**config.mk**
```make
export PLATFORM = sky130hd
export DESIGN_NAME = ps2_mouse_cursor_tracker
export DESIGN_NICKNAME = d
export VERILOG_FILES = /design/src/rtl/ps2mct_pkg.sv /design/src/rtl/ps2_mouse_cursor_tracker.sv
export SDC_FILE = /design/constraint.sdc
export NUM_CORES = 1
export LEC_CHECK = 0
export ABC_AREA = 1
export BUFFER_PORTS_ARGS = -buffer_cell sky130_fd_sc_hd__clkbuf_2
export CORE_MARGIN = 2
export CORE_UTILIZATION = 44
export DETAILED_ROUTE_END_ITERATION = 8
export PLACE_DENSITY = 0.67
export SLEW_MARGIN = 40
export SYNTH_ARGS = -nofsm -noshare
export SYNTH_HDL_FRONTEND = slang
export SYNTH_SLANG_ARGS = --single-unit
```
**constraint.sdc**
```tcl
create_clock -name clk -period 3.6 [get_ports clk]
set_input_delay 0.9 -clock clk [delete_from_list [all_inputs] [get_ports clk]]
set_output_delay 0.9 -clock clk [all_outputs]
set_load 0.01 [all_outputs]
```
**src/rtl/ps2mct_pkg.sv**
```systemverilog
package ps2mct_pkg;

	localparam int POS_BITS      = 10;
	localparam int CURSOR_MARGIN = 16;
	localparam int SIZE_BITS     = 12;
	localparam int OUT_BITS      = 10;
	localparam int RAW_BITS      = POS_BITS + 2;
	localparam int CMP_BITS      = (POS_BITS > SIZE_BITS) ? POS_BITS : SIZE_BITS;
	localparam int TDATA_BITS    = 48;

	localparam logic [SIZE_BITS-1:0] WIDTH_RST  = SIZE_BITS'(640);
	localparam logic [SIZE_BITS-1:0] HEIGHT_RST = SIZE_BITS'(480);

	localparam logic [1:0] PH_STATUS = 2'd0;
	localparam logic [1:0] PH_DX     = 2'd1;
	localparam logic [1:0] PH_DY     = 2'd2;

	localparam logic CFG_WIDTH  = 1'b0;
	localparam logic CFG_HEIGHT = 1'b1;

	localparam int SYNC_BIT  = 3;
	localparam int XSIGN_BIT = 4;
	localparam int YSIGN_BIT = 5;

	typedef struct packed {
		logic [1:0]          pad;
		logic                button_changed;
		logic                any_pressed;
		logic                btn_middle;
		logic                btn_right;
		logic                btn_left;
		logic                moved;
		logic [OUT_BITS-1:0] prev_y;
		logic [OUT_BITS-1:0] prev_x;
		logic [OUT_BITS-1:0] pos_y;
		logic [OUT_BITS-1:0] pos_x;
	} result_t;

	// floor at 0, mask, raise to 1, clamp to screen limit
	function automatic logic [POS_BITS-1:0] place(
		input logic signed [RAW_BITS-1:0] raw,
		input logic [SIZE_BITS-1:0]       size
	);
		logic [SIZE_BITS-1:0] limit;
		logic [POS_BITS-1:0]  v;
		limit = (size > SIZE_BITS'(CURSOR_MARGIN)) ? size - SIZE_BITS'(CURSOR_MARGIN) : '0;
		v = raw[RAW_BITS-1] ? '0 : raw[POS_BITS-1:0];
		if (v == '0) begin
			v = POS_BITS'(1);
		end
		if (CMP_BITS'(v) > CMP_BITS'(limit)) begin
			v = POS_BITS'(limit);
		end
		return v;
	endfunction

endpackage

```
**src/rtl/ps2_mouse_cursor_tracker.sv**
```systemverilog
// Each byte is first registered in byte_s1; a packet's third byte then loads the output word register.
// Throughput: one byte per cycle unless the output stalls; only the third byte of a packet yields a word.
// While a word waits, the next packet's first bytes still enter; its third byte holds the input.
// Reset (arst_n low, asynchronous): packet phase, cursor and buttons clear to 0,
// screen size returns to 640 x 480, both stream sides go empty.
module ps2_mouse_cursor_tracker
	import ps2mct_pkg::*;
(
	input  logic                  clk,
	input  logic                  arst_n,
	input  logic                  cfg_we,
	input  logic                  cfg_index,
	input  logic [SIZE_BITS-1:0]  cfg_data,
	input  logic                  s_axis_tvalid,
	output logic                  s_axis_tready,
	input  logic [7:0]            s_axis_tdata,   // data_byte[7:0]
	output logic                  m_axis_tvalid,
	input  logic                  m_axis_tready,
	// pos_x[9:0], pos_y[19:10], prev_x[29:20], prev_y[39:30], moved[40],
	// btn_left[41], btn_right[42], btn_middle[43], any_pressed[44],
	// button_changed[45], zero[47:46]
	output logic [TDATA_BITS-1:0] m_axis_tdata
);

	logic                 valid_s1;
	logic [7:0]           byte_s1;
	logic [1:0]           phase_q;
	logic [7:0]           status_q;
	logic [7:0]           dx_q;
	logic [POS_BITS-1:0]  cur_x_q;
	logic [POS_BITS-1:0]  cur_y_q;
	logic [2:0]           last_btn_q;
	logic [SIZE_BITS-1:0] width_q;
	logic [SIZE_BITS-1:0] height_q;
	logic                 out_valid_q;
	result_t              out_q;

	logic                       in_acc;
	logic                       adv;
	logic                       emit;
	logic signed [8:0]          dx;
	logic signed [8:0]          dy;
	logic signed [RAW_BITS-1:0] raw_x;
	logic signed [RAW_BITS-1:0] raw_y;
	logic [POS_BITS-1:0]        nx;
	logic [POS_BITS-1:0]        ny;
	logic [2:0]                 hot;
	result_t                    res;

	assign emit          = valid_s1 && (phase_q == PH_DY);
	assign adv           = valid_s1 && (phase_q != PH_DY || !out_valid_q || m_axis_tready);
	assign s_axis_tready = !valid_s1 || adv;
	assign in_acc        = s_axis_tvalid && s_axis_tready;

	assign dx    = {status_q[XSIGN_BIT], dx_q};
	assign dy    = {status_q[YSIGN_BIT], byte_s1};
	assign raw_x = $signed({2'b00, cur_x_q}) + RAW_BITS'(dx);
	assign raw_y = $signed({2'b00, cur_y_q}) - RAW_BITS'(dy);
	assign nx    = place(raw_x, width_q);
	assign ny    = place(raw_y, height_q);

	always_comb begin
		if (status_q[2]) begin
			hot = 3'b100;
		end else if (status_q[1]) begin
			hot = 3'b010;
		end else if (status_q[0]) begin
			hot = 3'b001;
		end else begin
			hot = 3'b000;
		end
		res                = '0;
		res.pos_x          = OUT_BITS'(nx);
		res.pos_y          = OUT_BITS'(ny);
		res.prev_x         = OUT_BITS'(cur_x_q);
		res.prev_y         = OUT_BITS'(cur_y_q);
		res.moved          = (nx != cur_x_q) || (ny != cur_y_q);
		res.btn_left       = hot[0];
		res.btn_right      = hot[1];
		res.btn_middle     = hot[2];
		res.any_pressed    = |status_q[2:0];
		res.button_changed = hot != last_btn_q;
	end

	always_ff @(posedge clk) begin
		if (in_acc) begin
			byte_s1 <= s_axis_tdata;
		end
		if (adv && emit) begin
			out_q <= res;
		end
	end

	always_ff @(posedge clk or negedge arst_n) begin
		if (!arst_n) begin
			valid_s1    <= 1'b0;
			phase_q     <= PH_STATUS;
			status_q    <= '0;
			dx_q        <= '0;
			cur_x_q     <= '0;
			cur_y_q     <= '0;
			last_btn_q  <= '0;
			width_q     <= WIDTH_RST;
			height_q    <= HEIGHT_RST;
			out_valid_q <= 1'b0;
		end else begin
			if (cfg_we) begin
				case (cfg_index)
					CFG_WIDTH:  width_q  <= cfg_data;
					CFG_HEIGHT: height_q <= cfg_data;
					default: ;
				endcase
			end
			if (in_acc) begin
				valid_s1 <= 1'b1;
			end else if (adv) begin
				valid_s1 <= 1'b0;
			end
			if (adv) begin
				case (phase_q)
					PH_STATUS: begin
						status_q <= byte_s1;
						phase_q  <= byte_s1[SYNC_BIT] ? PH_DX : PH_STATUS;
					end
					PH_DX: begin
						dx_q    <= byte_s1;
						phase_q <= PH_DY;
					end
					PH_DY: begin
						cur_x_q    <= nx;
						cur_y_q    <= ny;
						last_btn_q <= hot;
						phase_q    <= PH_STATUS;
					end
					default: phase_q <= PH_STATUS;
				endcase
			end
			if (adv && emit) begin
				out_valid_q <= 1'b1;
			end else if (m_axis_tready) begin
				out_valid_q <= 1'b0;
			end
		end
	end

	assign m_axis_tvalid = out_valid_q;
	assign m_axis_tdata  = out_q;

endmodule

```
* Word-level counts from Yosys, hierarchy flattened
Cells that the tools add are included.
** Storage, ports and cells
- Bits in registers :: 119
- Input bits :: 26
- Output and inout bits :: 50
- Logic and storage cells :: 74
** Cells by class
- Add/sub/neg operators :: 4
- $lt $le $gt $ge :: 4
- Equal/unequal tests :: 6
- Multiplexer cells :: 17
- Bitwise gates (word level) :: 1
- Reduce and logical (&&, ||, !) cells :: 21
** Operator list (count)
- two-way mux 10 bit :: 6
- greater-than comparator 10 x 12 -> 1 bit :: 2
- greater-than comparator 12 x 5 -> 1 bit (second input constant) :: 2
- two-way mux 12 bit :: 2
- subtractor 12 x 5 -> 12 bit (second input constant) :: 2
- logical NOT 10 bit :: 2
- inequality test 10 bit :: 2
- adder 11 x 9 -> 12 bit :: 1
- subtractor 11 x 9 -> 12 bit :: 1
- AND reduction 2 bit :: 5
- two-way mux 1 bit :: 6
- logical AND 1 bit :: 4
- logical OR 1 bit :: 4
- one-hot mux 2 bit (2 select lines) :: 1
- nonzero test 2 bit :: 2
- two-way mux 3 bit :: 1
- inequality test 3 bit :: 1
- OR reduction 3 bit :: 1
- == test 2 x 1 -> 1 bit (second input constant) :: 1
- == test 2 bit (second input constant) :: 1
- logical NOT 1 bit :: 2
- logical NOT 2 bit :: 1
- two-way mux 2 bit :: 1
- inequality test 2 bit (second input constant) :: 1
- inverter 1 bit :: 1

* Logic depth before layout (Yosys ltp)
Gate-level depths: netlist (run 1).
- Word-level depth :: 8
- Mapped depth :: 38

* Worst setup path after synthesis (run 1)
Ideal clock, no wire load.
- Path kind :: register -> register
- Start :: reg cur_y_q[0]
- End :: reg out_q, in the netlist m_axis_tdata[40], data pin
- Setup time :: 0.260 ns
- Arrival :: 3.480 ns
- Data required time :: 3.340 ns
- Slack :: -0.140 ns
- Cell stages (with the launch flop) :: 35
- Buffers on the path :: 1
- Clock period less this slack :: 3.740 ns
- Path through :: dfrtp_1 > inv_1 > ha_1 > inv_1 > fa_1 > nand3_1 > nand2_1 > xor2_1 > inv_1 > o21ai_0 > nand2_1 > nor2_1 > nand2_1 > nand2_1 > inv_1 > ha_1 > inv_1 > nand2_1 > nand2_1 > nand2_1 > nand2_1 > nand2_1 > nand2_1 > nand2_1 > nand2_1 > clkbuf_1 > nand4_1 > nand3_1 > nand2_1 > nor2_1 > nand2_1 > nor2_1 > nand3_1 > nor2_1 > nand3_1
** RTL lines
- start: declaration :: RTL line ps2_mouse_cursor_tracker.sv:31 : logic [POS_BITS-1:0] cur_y_q;
- start signal: assignment :: RTL line ps2_mouse_cursor_tracker.sv:131 : cur_y_q <= ny;
- end signal: assignment :: RTL line ps2_mouse_cursor_tracker.sv:90 : out_q <= res;
- end: declaration :: RTL line ps2_mouse_cursor_tracker.sv:36 : result_t out_q;

==> results of run 1 <==
==> Yosys cell counts (3+ instances only) <==
library cell	n
nand2_4	4
nand4_1	32
buf_6	3
o21ai_2	3
dfrtp_1	58
xor2_1	17
clkbuf_1	11
nand2_2	19
ha_1	46
edfxtp_1	54
nand2_1	268
xnor2_1	4
dfstp_2	6
nand3_2	5
a21oi_1	17
nand3b_1	5
inv_2	3
nand3_1	56
o21ai_0	64
nor2_1	76
inv_1	139
nor2_2	8
==> state kept, by name, summed over array words and instances (netlist names), 2 cells and up <==
| signal | flops |
|---|---|
| status_q | 5 |
| cur_y_q | 10 |
| m_axis_tdata | 46 |
| last_btn_q | 3 |
| width_q | 12 |
| height_q | 12 |
| cur_x_q | 10 |
| phase_q | 2 |
| byte_s1 | 8 |
| dx_q | 8 |
==> kinds of logic after synthesis <==
logic type,synth area share [%]
compound gates,6.98
simple gates,30.1
fa+ha+maj,8.29
other cells,0.0505
buf+inv,8.61
xor+xnor,2.48
flops,43.5
==> cell type report <==
type	instances	area, um^2	share of cell area [%]
flip-flops and latches	118	3240	30.9
multi-input cells	654	4070	38.9
well taps	220	275	2.63
clock buffers	18	439	4.20
inverters	144	551	5.26
clock inverters	14	126	1.21
repair buffers	239	1770	16.9
==> layer usage <==
layer  part of all wire [%]  vias to the layer above  track usage [%]
met4                    2.6                        0             8.63
met2                     46                      239             36.2
met1                     45                     3197             33.1
met5                      0                        -                0
met3                    6.6                       41             5.48
li1                       -                     3504                -
==> repair_timing <==
| item | CTS | global route |
|---|---|---|
| hold buffers | 0 | 0 |
| cloned | 1 | 1 |
| setup buffers | 17 | 17 |
| pin swaps | 11 | 42 |
| setup endpoints to repair | 11 | 41 |
| gates resized for setup | 51 | 101 |
==> critical path: cells and delay by family, from the launching register on <==
kind	cells	cell delay (ns)
buf+inv	3	0.23
fa+ha+maj	2	0.47
simple gates	29	2.73
flops	1	0.43
==> power by group <==
group	switching [mW]	internal, mW
Combinational	3.94	3.59
Clock	0.666	0.969
Sequential	0.287	1.85
==> worst paths after layout <==
| kind | startpoint | endpoint | slack (ns) |
|---|---|---|---|
| max in group asynchronous | arst_n | cur_y_q[4]$_DFFE_PN0P_ | 2.42 |
| max | dx_q[6]$_DFFE_PN0P_ | m_axis_tdata[40]$_DFFE_PP_ | -0.50 |
| min in group asynchronous | arst_n | width_q[1]$_DFFE_PN0P_ | 0.52 |
| max reg2reg | dx_q[6]$_DFFE_PN0P_ | m_axis_tdata[40]$_DFFE_PP_ | -0.50 |
| min reg2reg | width_q[0]$_DFFE_PN0P_ | width_q[0]$_DFFE_PN0P_ | 0.50 |
| min | width_q[0]$_DFFE_PN0P_ | width_q[0]$_DFFE_PN0P_ | 0.50 |
==> metrics by stage <==
| stage | cells | instance area (um^2) | hold slack [ns] | total power, mW | setup TNS [ns] |
|---|---|---|---|---|---|
| after global placement | 1344 | 9070 | 0.469 | 8.06 | -0.883 |
| after global routing | 1407 | 10500 | 0.530 | 12.1 | -5.58 |
| final | 1407 | 10500 | 0.496 | 11.3 | -0.835 |
| after floorplan | 932 | 7450 | 0.453 | 5.46 | 0 |
| after CTS | 1394 | 9960 | 0.498 | 10.3 | -0.338 |
| after detailed placement | 1344 | 9070 | 0.483 | 8.13 | -0.886 |
==> results.md, run 1 <==
* FILL cells at around 1,300
* CTS Root Cell: clkbuf_16
* Routed length per instance at between 10 and 15 um
* Post-Route WL at 21,100 um
* Largest net degree at the start of global routing at 80
* Diodes inserted at 0
* CTS tree: yes
* Max Cap Viol at 0
* WP data arrival at between 4 and 5 ns
* Hold path cells at 2
* Die X at 134 um
* PnR worst setup slack at -0.498 ns
* Initial core utilization at ~45%
* Crit path largest cell delay at 0.43 ns
* Ys async rst share at 54.2%
* Layout overhead on the synthesized area at 40.9%
* Endpoints failing setup at 7
* Fin crit period at 4.10 ns
* Clock slew at reported path FFs at 0.06 ns
* Sinks on Clock Net at 118
* CORE AREA at 16,500 um^2
* Slew Limit Fails at 0
* Gp weighted congestion at 0.950
* Initial antenna violation count at 0
* CTS H-Tree Depth at 4
* Cells after synthesis at 931
* Residual DRC at 0
* Worst path required time at roughly 3.8 ns
* Tcrit/Tclk final at 114%
* Global-route wire length before repair at 32,600 um
* Max Fclk at 0.244 GHz
* Startpoint types: register
* Synth area leader: edfxtp_1
* VDD IR max at ~510 uV
* Synth Area per Inst at roughly 8 um^2
* Std cell rows at 47
* Status: finished with violations
* Seq cells post-synth at between 100 and 150
* I/O Pins at 76
* Kind of critical path: reg -> reg
* Cell repeated most along the worst path: nand2_1
* Drt pass-1 iters at 5
* Leakage at 5.33 nW
* Synth Cell Area at 7420 um^2
* Gr ovfl total at 0
* Via count at 6,981
* Top cells by area, synth: edfxtp_1 22%, dfrtp_1 20%, nand2_1 14%, ha_1 7.8%, inv_1 7.0%
* Gr usage total at 23.7%
* Clock skew at 0.0100 ns
* Die area at roughly 18,000 um^2
* Sequential-to-total area share from yosys stat at 43.5%
* Kind of end point of the critical path: register
* Number of global-route vias before repair at between 6,000 and 7,000
* CP max-delay cell: dfrtp_1
* Worst slew margin at 51.9%
* R2r worst-path depth at 34
* RSZ-0062 raised after global routing: true
* Slew of the pin with the lowest slew margin at 0.722 ns
* Starting DRT DRC Count at 574
* Yosys warns at 0
* Hpwl dp at ~15,000 um
* Share of layout cells above drive strength 1 at 37.3%
* Number of enable flip-flop cells after synthesis at 54
* Pre-CTS setup slack at -0.487 ns
* Die height at 134 um
* Via density at just under 5
* Final Util at 63.3%
* Synth top area share at 21.8%
* Number of port buffers at 73
* Max FO, Critical Path at 5
* Hold Fails Final Rpt at 0
* Clock latency on the worst-skew pair at 0.44 ns
* Most frequent cells in the layout: 232 x nand2_1, 145 x buf_4, 124 x inv_1
* CTS max path bufs at 2
* Synth unique cells at 44
* Main flop type after synthesis: dfrtp_1
* Layout Nets at between 1,000 and 1,500
* Most common library cell in the layout ignoring fill and taps: nand2_1
* Post-route ant nets at 0
* Violated checks: setup timing
* CTS buffer count at 17
* Power Density at ~1100 nW/um^2
* Hold Path Class: reg -> reg
No activity file was read; power rests on OpenSTA's default activity.
==> inputs of run 2 (changes only) <==
--- a/config.mk
+++ b/config.mk
@@ -6,12 +6,13 @@
 export NUM_CORES = 1
 export LEC_CHECK = 0
 export ABC_AREA = 1
-export BUFFER_PORTS_ARGS = -buffer_cell sky130_fd_sc_hd__clkbuf_2
+export BUFFER_PORTS_ARGS = -buffer_cell sky130_fd_sc_hd__buf_2
 export CORE_MARGIN = 2
 export CORE_UTILIZATION = 44
 export DETAILED_ROUTE_END_ITERATION = 8
 export PLACE_DENSITY = 0.67
-export SLEW_MARGIN = 40
+export SKIP_CTS_REPAIR_TIMING = 1
+export SLEW_MARGIN = 20
 export SYNTH_ARGS = -nofsm -noshare
 export SYNTH_HDL_FRONTEND = slang
 export SYNTH_SLANG_ARGS = --single-unit
==> results.md, run 2 (synthesis results as in run 1) <==
* Status: finished with violations
* Violated checks: setup timing
* Hold Fails Final Rpt at 0
* Clock latency on the worst-skew pair at between 0.4 and 0.5 ns
* Clock skew at about 0.012 ns
* Die height at 134 um
* Most common library cell in the layout ignoring fill and taps: nand2_1
* Hpwl dp at 15,300 um
* Initial core utilization at 44.9%
* Die area at 17,900 um^2
* Max FO, Critical Path at 8
* Final Util at between 60% and 70%
* Max Fclk at ~0.25 GHz
* Hold wc startpoint: height_q[1]$_DFFE_PN0P_
* CTS Root Cell: clkbuf_16
* I/O Pins at 76
* CTS max path bufs at 2
* Starting DRT DRC Count at 538
* Sinks on Clock Net at 118
* R2R Path End: m_axis_tdata[40]$_DFFE_PP_
* Kind of cell adding the most delay to the critical path: simple AND/OR/NAND/NOR gates
* VDD IR max at 483 uV
* Hold path cells at 2
* Slew of the pin with the lowest slew margin at 0.674 ns
* Drt pass-1 iters at 5
* RR Startpoint: cur_y_q[4]$_DFFE_PN0P_
* FILL cells at roughly 1,400
* CORE AREA at 16,500 um^2
* Die X at 134 um
* Area of the multi-input gates at approximately 4000 um^2
* Cells after DPL at about 1,300
* Via count at 6,939
* Non-filler cells, final at 1,388
* Layout overhead on the synthesized area at 37.6%
* Kind of critical path: reg -> reg
* Endpoints failing setup at 11
* Gr ovfl total at 0
* Post-Route WL at 20,700 um
* CP max-delay cell: dfrtp_2
* Worst hold path endpoint: height_q[1]$_DFFE_PN0P_
* Largest net degree at the start of global routing at 53
* Startpoint types: register
* CTS H-Tree Depth at 4
* Hold Path Class: reg -> reg
* R2r worst-path depth at 29
* Kind of end point of the critical path: register
* Std cell rows at 47
* Fin crit period at 4.04 ns
* Global-route wire length before repair at 31,700 um
* Worst path required time at around 3.8 ns
* Routed length per instance at approximately 15 um
* RSZ-0062 raised after global routing: true
* Number of port buffers at 73
* Most frequent cells in the layout: 238 x nand2_1, 131 x buf_4, 121 x inv_1
* Via density at 5.00
* CTS tree: yes
* Layout Nets at 1,229
* R2R setup slack at -0.44 ns
* Slew Limit Fails at 0
* Initial antenna violation count at 0
* Gp weighted congestion at around 0.94
* Tcrit/Tclk final at 112%
* CTS buffer count at 17
* CP Buf/Inv Count at 2
* Post-route ant nets at 0
* Max Cap Viol at 0
* Gr usage total at between 20% and 30%
* Cell repeated most along the worst path: nand2_1
* PnR worst setup slack at -0.443 ns
* Crit path largest cell delay at approximately 0.45 ns
* Residual DRC at 0
* Register area at 3230 um^2
* Diodes inserted at 0
* Leakage at 5.24 nW
* Clock slew at reported path FFs at ~0.060 ns
* WP data arrival at 4.22 ns
* Number of global-route vias before repair at 6,348
* Share of layout cells above drive strength 1 at approximately a third
* Worst slew margin at 55.1%
* Power Density at 1080 nW/um^2
* Largest register FFs at 46
## run 2: worst max path at each step
stage          cells past startpoint                   start                    endpoint
6_report                          29  cur_y_q[4]$_DFFE_PN0P_  m_axis_tdata[40]$_DFFE_PP_
5_1_grt                           35     dx_q[0]$_DFFE_PN0P_  m_axis_tdata[40]$_DFFE_PP_
4_1_cts                           29  cur_y_q[0]$_DFFE_PN0P_  m_axis_tdata[40]$_DFFE_PP_
3_5_place_dp                      34  cur_y_q[0]$_DFFE_PN0P_  m_axis_tdata[40]$_DFFE_PP_
3_3_place_gp                      34  cur_y_q[0]$_DFFE_PN0P_  m_axis_tdata[40]$_DFFE_PP_
2_1_floorplan                     29  cur_x_q[0]$_DFFE_PN0P_  m_axis_tdata[40]$_DFFE_PP_
## run 2: worst register-to-register path, delay by kind of cell (launching register included)
kind | cells | cell delay (ns)
adder cells (fa/ha/maj) | 2 | 0.63
flip-flops | 1 | 0.45
buffers and inverters | 2 | 0.28
AO/OA/AOI/OAI | 1 | 0.14
AND/OR/NAND/NOR | 24 | 2.29
## run 2: layout make-up
class | count | share of cell area (%)
multi-input cells | 653 | 39.1
flip-flops and latches | 118 | 31.6
repair buffers | 221 | 15.3
inverters | 144 | 5.44
clock buffers | 19 | 4.43
well taps | 220 | 2.69
clock inverters | 13 | 1.38
## run 2: per-layer routing
layer / vias to the layer above / global-route usage, % / wire length (um)
li1: 3454 / - / -
met1: 3206 / 31.5 / 9380
met2: 237 / 36.5 / 9580
met3: 42 / 4.54 / 1260
met4: 0 / 8.10 / 522
met5: - / 0 / 0
## run 2: through the flow
step                      total power [mW]  hold WS, ns  setup TNS, ns  cell area [um^2]  setup slack [ns]
final                                 11.0        0.490          -1.20             10200            -0.443
after global routing                  11.9        0.514          -7.92             10200            -0.797
after CTS                             9.87        0.491         -0.870              9630            -0.480
after detailed placement              8.08        0.476         -0.622              9040            -0.444
after global placement                8.02        0.472         -0.538              9040            -0.435
after floorplan                       5.46        0.453              0              7450            0.0339
## run 2: power by group
group,total (mW),switching [mW],internal [mW]
clock,1.73,0.667,1.06
sequential,2.10,0.252,1.84
combinational,7.22,3.88,3.34
total,11.0,4.80,6.25
